--- src/design/assert_macros.svh ---
// ============================================================================
// Assertion macros
// Shared assertion wrappers for the coordinate mapper; empty under synthesis.
// ============================================================================
`ifndef ASSERT_MACROS_SVH
`define ASSERT_MACROS_SVH
`ifndef SYNTHESIS
// Checks that a condition holds at every clock edge outside reset.
`define ASSERT_ALWAYS(lbl, clk, rstn, cond, msg) \
  lbl: assert property (@(posedge clk) disable iff (!(rstn)) (cond)) \
    else $error(msg);
// Checks that a consequent holds in the same cycle as its antecedent.
`define ASSERT_IMPL(lbl, clk, rstn, ante, cons, msg) \
  lbl: assert property (@(posedge clk) disable iff (!(rstn)) (ante) |-> (cons)) \
    else $error(msg);
`else
`define ASSERT_ALWAYS(lbl, clk, rstn, cond, msg)
`define ASSERT_IMPL(lbl, clk, rstn, ante, cons, msg)
`endif
`endif

--- src/design/rfsc_pkg.sv ---
// ============================================================================
// Coordinate mapper package
// Default sizes, register map and orientation codes of the coordinate mapper.
// ============================================================================
package rfsc_pkg;

  // Default sizes.
  localparam int unsigned COORD_BITS_DEF = 12;
  localparam int unsigned FRAC_BITS_DEF  = 8;

  // Width of the saturated source coordinates.
  localparam int unsigned OUT_W = 22;

  // Configuration port geometry.
  localparam int unsigned ADDR_W = 5;
  localparam int unsigned DATA_W = 32;

  // Register indexes, taken from the word address.
  typedef enum logic [2:0] {
    REG_IN_WIDTH    = 3'd0,
    REG_IN_HEIGHT   = 3'd1,
    REG_VIEW_X      = 3'd2,
    REG_VIEW_Y      = 3'd3,
    REG_VIEW_WIDTH  = 3'd4,
    REG_VIEW_HEIGHT = 3'd5,
    REG_ORIENT      = 3'd6
  } reg_idx_e;

  // Quarter turn codes in orientation bits 1:0.
  typedef enum logic [1:0] {
    ROT_0   = 2'd0,
    ROT_90  = 2'd1,
    ROT_180 = 2'd2,
    ROT_270 = 2'd3
  } rot_e;

endpackage

--- src/design/rfsc_div.sv ---
// ============================================================================
// Pipelined divider
// Restoring long division of (num << FRAC_BITS) by den, one quotient bit per
// register stage; a new transaction may enter every cycle.
// ============================================================================
`include "assert_macros.svh"

module rfsc_div #(
  parameter int unsigned NUM_W     = 2 * (rfsc_pkg::COORD_BITS_DEF + 1),
  parameter int unsigned DEN_W     = rfsc_pkg::COORD_BITS_DEF + 1,
  parameter int unsigned FRAC_BITS = rfsc_pkg::FRAC_BITS_DEF
) (
  input  logic                         clk_i,
  input  logic                         rst_ni,
  input  logic                         valid_i,
  input  logic [NUM_W-1:0]             num_i,
  input  logic [DEN_W-1:0]             den_i,
  output logic                         valid_o,
  output logic [NUM_W+FRAC_BITS-1:0]   quo_o
);

  localparam int unsigned QW = NUM_W + FRAC_BITS;

  // Per stage: valid bit, partial remainder, and a word whose upper part is
  // the dividend still to consume and whose lower part is the quotient so far.
  logic             valid_q [QW];
  logic [DEN_W-1:0] rem_q   [QW];
  logic [QW-1:0]    word_q  [QW];

  for (genvar k = 0; k < QW; k++) begin : g_stage
    logic [QW-1:0]    word_in;
    logic [DEN_W-1:0] rem_in;
    logic             vld_in;
    logic [DEN_W:0]   trial;
    logic             ge;
    logic [DEN_W-1:0] rem_d;
    logic [QW-1:0]    word_d;

    // The first stage loads the scaled dividend, later stages chain.
    if (k == 0) begin : g_first
      assign word_in = {num_i, {FRAC_BITS{1'b0}}};
      assign rem_in  = '0;
      assign vld_in  = valid_i;
    end else begin : g_next
      assign word_in = word_q[k-1];
      assign rem_in  = rem_q[k-1];
      assign vld_in  = valid_q[k-1];
    end

    // Bring down one dividend bit and subtract the divisor if it fits.
    assign trial  = {rem_in, word_in[QW-1]};
    assign ge     = (trial >= {1'b0, den_i});
    assign rem_d  = ge ? DEN_W'(trial - {1'b0, den_i}) : trial[DEN_W-1:0];
    assign word_d = {word_in[QW-2:0], ge};

    always_ff @(posedge clk_i or negedge rst_ni) begin
      if (!rst_ni) begin
        valid_q[k] <= 1'b0;
      end else begin
        valid_q[k] <= vld_in;
      end
    end

    always_ff @(posedge clk_i) begin
      rem_q[k]  <= rem_d;
      word_q[k] <= word_d;
    end
  end

  assign valid_o = valid_q[QW-1];
  assign quo_o   = word_q[QW-1];

  // The final remainder of a finished division is always below the divisor.
  `ASSERT_IMPL(a_rem_below_den, clk_i, rst_ni, valid_o, rem_q[QW-1] < den_i, "remainder not below divisor")

endmodule

--- config.mk ---
export PLATFORM = sky130hd
export DESIGN_NAME = rfsc_div
export DESIGN_NICKNAME = d
export VERILOG_FILES = /design/src/design/rfsc_pkg.sv /design/src/design/rfsc_div.sv
export VERILOG_INCLUDE_DIRS = /design/src /design/src/design
export SDC_FILE = /design/constraint.sdc
export NUM_CORES = 2
export LEC_CHECK = 0
export BUFFER_PORTS_ARGS = -buffer_cell sky130_fd_sc_hd__buf_2
export CAP_MARGIN = 15
export CORE_UTILIZATION = 40
export CTS_BUF_LIST = sky130_fd_sc_hd__clkbuf_4 sky130_fd_sc_hd__clkbuf_8
export DETAILED_ROUTE_END_ITERATION = 10
export PLACE_DENSITY_LB_ADDON = 0.05
export SETUP_SLACK_MARGIN = 0.15
export SLEW_MARGIN = 10
export SYNTH_ARGS = -nofsm -noshare
export SYNTH_HDL_FRONTEND = slang
export SYNTH_SLANG_ARGS = --single-unit
export TNS_END_PERCENT = 5
--- constraint.sdc ---
create_clock -name clk_i -period 3.4 [get_ports clk_i]
set_clock_uncertainty 0.05 [all_clocks]
set_input_delay 0.34 -clock clk_i [delete_from_list [all_inputs] [get_ports clk_i]]
set_output_delay 0.34 -clock clk_i [all_outputs]
set_load 0.05 [all_outputs]
Word-level counts from Yosys, hierarchy flattened

Memories as Yosys holds them, arrays and structs flattened.
Index checks and enable logic that the tools add are counted.

Add/sub/neg operators: 34
Order comparisons: 34
Muxes and demuxes: 34

Operator list:

| cell                                             | number |
|---|---|
| 14-bit by 13-bit >= comparator with 1-bit output | 33 |
| 13-bit 2-to-1 mux                                | 34 |
| 13-bit subtractor                                | 33 |
| 1-bit by 13-bit >= comparator with 1-bit output  | 1 |
| 1-bit by 13-bit subtractor with 13-bit output    | 1 |

Register bits after elaboration: 34
Memory bits (writable): 1598
Bits of input ports: 42
Output and inout port bits: 35
Logic and storage cells: 138
Memories: 2

Memory list:

| name   | words | width | read ports | clocked after memory_dff | write ports | RTL line       | text |
|---|---|---|---|---|---|---|---|
| word_q | 34    | 34    | 34         | 0                        | 34          | rfsc_div.sv:28 | `logic [QW-1:0] word_q [QW];` |
| rem_q  | 34    | 13    | 33         | 0                        | 34          | rfsc_div.sv:27 | `logic [DEN_W-1:0] rem_q [QW];` |

Logic depth before layout (Yosys ltp)

An unclocked memory read counts as a cell.

Depth in word-level cells: 3
Gate-level depth with buffers: 11
Depth with buffers taken out: 10

Least setup slack after synthesis

No wires, ideal clock.

Path type: input port to flip-flop
Start: in den_i[1]
End: mem rem_q[28][10] in the netlist's numbering
Library setup time: 0.121 ns
Data arrival time: 3.286 ns
Required time: 3.229 ns
Slack: -0.057 ns
Cell stages on the path: 10
Buffers on the path: 1
Cells stage by stage: inv_1 fa_1 a211oi_1 o21ai_0 a21oi_1 o21a_1 o21ai_0 a211oi_2 buf_2 mux2_2

RTL lines:

| element            | RTL line       | text |
|---|---|---|
| start: declaration | rfsc_div.sv:17 | `input logic [DEN_W-1:0] den_i,` |
| end: declaration   | rfsc_div.sv:27 |  |

==> results by stage <==
Run status:
- The run finished with clean final reports.

Critical path:
- In this run the worst path has a maximum fanout of 6.
- For the worst setup path, the data arrival time is 3.68 ns.
- STA classifies the critical path endpoint as a flop.
- Data on the critical path is required at its endpoint by 4.12 ns.
- In this run the register-to-register setup slack is 0.53 ns.
- The critical path is of the in2reg type.
- The nature of the critical path startpoint is a primary input.

STA:
- The final worst slack is 0.444 ns.
- Setup repair after global routing left no endpoint under its margin.
- Setup total negative slack on the finished layout was measured at 0 ns.
- The worst-margin pin slew is approximately 1.1 ns.
- The number of pins exceeding their max-slew limit in the final report is 0.
- The final setup violation count is 0.
- The tightest hold path in the finished design has a slack of 0.114 ns.
- The portion of the clock cycle consumed by the worst path in the final layout is 0.869.
- The highest attainable clock frequency is ~340 MHz.
- After layout, the minimum clock period comes to 2.96 ns.
- The number of hold violations in the final report is 0.
- The worst pin sits at a relative slew slack of 0.288.

Route:
- The detailed router finished its first iteration with 1485 violations.
- The antenna violation net count after detailed routing is 0.
- Summed over all nets, wire length on met3 after detailed routing comes to around 4200 µm.
- The total detailed-routing wirelength is 113000 µm.
- The average via count per standard cell is between 4 and 5.
- The highest layer touched by signal routing is met4.
- For this run, design rule violations remaining after detail routing come to 0.
- For this block, wires on met1 add up to around 54000 µm.
- Detailed routing inserted a total of between 30k and 40k vias.
- The number of detailed-route iterations in the first pass is 5.
- Dividing the detail-routed wire length by the instance count gives approximately 16 µm.
- The wire length on met2 is 52600 µm.

Place:
- The wire-length estimate of the detail-placed layout is 80600 µm.
- Prior to clock tree synthesis, the placed netlist has a worst setup slack of 0.0830 ns.
- Port buffering added 76 buffers.
- Routability-driven placement finished with a final weighted congestion of about 0.84.

Layout:
- Leaving out fill and tap cells, the most frequent cells in the layout are 1349 x dfxtp_1, 430 x ha_1, 310 x mux2_2.
- In the final design database the tool counted 5703 nets.
- The library cell used most frequently in the layout, excluding fill and tap cells, is dfxtp_1.
- The layout cell share with drive strength beyond 1 is 0.210.
- Relative to the synthesized area, the layout overhead comes to 19.9%.

Power and ir drop:
- The analysis attributes to cell leakage a power of roughly 0.027 µW.
- The total power per unit cell area is 985 mW/mm².
- The peak ir drop on the vdd network is between 0.4 and 0.5 mV.
- The total power of the final layout is 62000 µW.

Global route:
- The first global-routing pass estimated 181000 µm of wire.
- The maximum number of pins on one net before global-route repair is 35.
- For this run, the total global-route usage over all layers was measured as 0.172.
- The number of global-route vias before repair is about 34k.
- Global routing finished with a remaining overflow of 0.
- The number of antenna violations at the first check in global routing is 4.

Logic synthesis:
- The area share of xor/xnor cells in the synthesized design is 0.0391.
- The number of synthesized register bits is 1383.
- The synthesized instance count is 4620.
- The share of the synthesized area in compound gates (AO/OA/AOI/OAI) came to 0.125.
- In the post-synthesis netlist, the biggest area contributors are dfxtp_1 51%, ha_1 10%, mux2_2 6.7%, a21oi_1 2.8%, xnor2_1 2.5%.
- The per-instance average area after synthesis is 11.4 µm².
- The area of the mapped netlist is 0.0525 mm².
- The share of synthesized flip-flops with an asynchronous set or reset is 0.0246.
- The combinational family with the most area after synthesis is compound AO/OA/AOI/OAI gates.
- Yosys printed 0 warnings.
- The multiplexer share of the synthesized area is 0.0823.
- The number of nets handed over by synthesis was about 5.1k.
- The most used flip-flop cell after synthesis is dfxtp_1.
- The number of synthesized flops with an enable pin is 0.
- Of the total synthesized cell area, the portion taken by AND, OR, NAND and NOR gates is 0.0904.
- The share of synthesized area in the top cell type comes to 0.515.
- The post-synthesis cell type count is 73.
- The post-synthesis sequential area ratio is 0.531.
- Of the total synthesized cell area, the portion taken by full adders, half adders and majority gates is 0.115.
- The largest area contributor in the synthesized netlist is dfxtp_1.

Clock network:
- Clock-pin slew was measured on the worst setup and hold paths at about 0.06 ns.
- The number of clock sinks seen by CTS is roughly 1.4k.
- The worst-skew pair later-pin latency is 0.90 ns.
- Once the clock tree was built, the resizer swapped 0 gates to a different size.
- TritonCTS created around 220 clock buffers.
- The H-tree was split into 4 levels.
- Clock tree synthesis selected as its root buffer the cell clkbuf_8.
- TritonCTS built the clock tree.
- The number of post-CTS setup repair buffers is 0.
- The deepest clock path buffer count is 3.

Die:
- The die is 364 µm tall.
- The overall die width is between 300 and 400 µm.
- The die covers 0.133 mm².
- For this configuration, the core starts out at a cell density of 0.404.
- The I/O pin count is 77.
- The core region is between 0.1 and 0.15 mm².
- The floorplan has about 130 rows.

Run:
- Across the run, the number of max-cap violations was 0.

Worst hold path:
- The worst min-delay path category is in2reg.
[final timing paths]
path | end | cells after the start | startpoint
max in group asynchronous | g_stage[25].vld_in | 4 | rst_ni
min reg2reg | word_q[4][24] | 0 | word_q[3][23]
min in group asynchronous | g_stage[8].vld_in | 4 | rst_ni
min | rem_q[32][0] | 4 | den_i[0]
max | rem_q[0][0] | 11 | den_i[3]
max reg2reg | rem_q[4][4] | 12 | word_q[3][33]
[cell type report]
class | instances | area (µm²)
clock buffer | 335 | 4270
sequential | 1383 | 27900
fill | 11900 | 66900
timing repair buffer | 402 | 3380
antenna | 1 | 2.50
clock inverter | 71 | 885
multi-input combinational | 3027 | 23700
inverter | 162 | 627
tap | 1742 | 2180
[state kept, by name, summed over array words and instances, names as in the netlist]
register,flops
word_q,920
g_stage.vld_in,33
valid_o,1
rem_q,429
[per-layer routing]
metal | up-vias | GRT usage
met5 | - | 0
met4 | 0 | 0.0610
met3 | 201 | 0.0355
met2 | 512 | 0.283
met1 | 16000 | 0.221
li1 | 17800 | -
[critical path, stage by stage]
cell and delay (ns):
dlygate4sd3_1 0.56, buf_2 0.15, nor4_1 0.20, dlygate4sd3_1 0.60, nand4_1 0.12, nor2_1 0.17
o211ai_1 0.23, nand2_1 0.13, dlygate4sd3_1 0.55, o21ai_0 0.07, dlygate4sd3_1 0.56
[where the power goes]
part           internal, µW  total [µW]  switching (µW)
Sequential            20700       22600            1920
Combinational         11900       23500           11600
Clock                  9310       15900            6560
[cell families (layout without fill, tap and decap cells)]
kind of cell,after synthesis,count (layout)
simple gates,944,944
mux,389,389
other cells,0,1
fa+ha+maj,462,462
flops,1383,1383
compound gates,998,998
buf+inv,210,970
xor+xnor,234,234
[metrics by stage]
stage,instances,utilization,area (µm²)
after floorplan,4620,-,52500
after global placement,6650,0.440,57100
after detailed placement,6650,0.440,57100
after CTS,7122,0.485,62900
after global routing,7123,0.485,62900
final,7123,0.485,62900
[synthesized netlist by cell type (21+ instances only)]
master,n
a211oi_1,42
a21o_1,75
a21oi_1,293
a31oi_1,26
dfrtp_1,34
dfxtp_1,1349
fa_1,32
ha_1,430
inv_1,161
mux2_2,310
mux2i_1,72
nand2_1,159
nand2b_1,38
nand3_1,74
nand4_1,45
nor2_1,283
nor2b_1,101
nor3_1,106
o21a_1,111
o21ai_0,194
o21ai_1,21
o31a_1,63
o31ai_1,22
or2_2,24
or3_1,31
xnor2_1,151
xor2_1,83
[repair_timing]
action | 4_1_cts | 5_1_grt
hold endpoints to repair | 73 | 0
hold buffers | 66 | 0
endpoints found under the setup margin | 0 | 0
(Power assumes the default switching activity.)
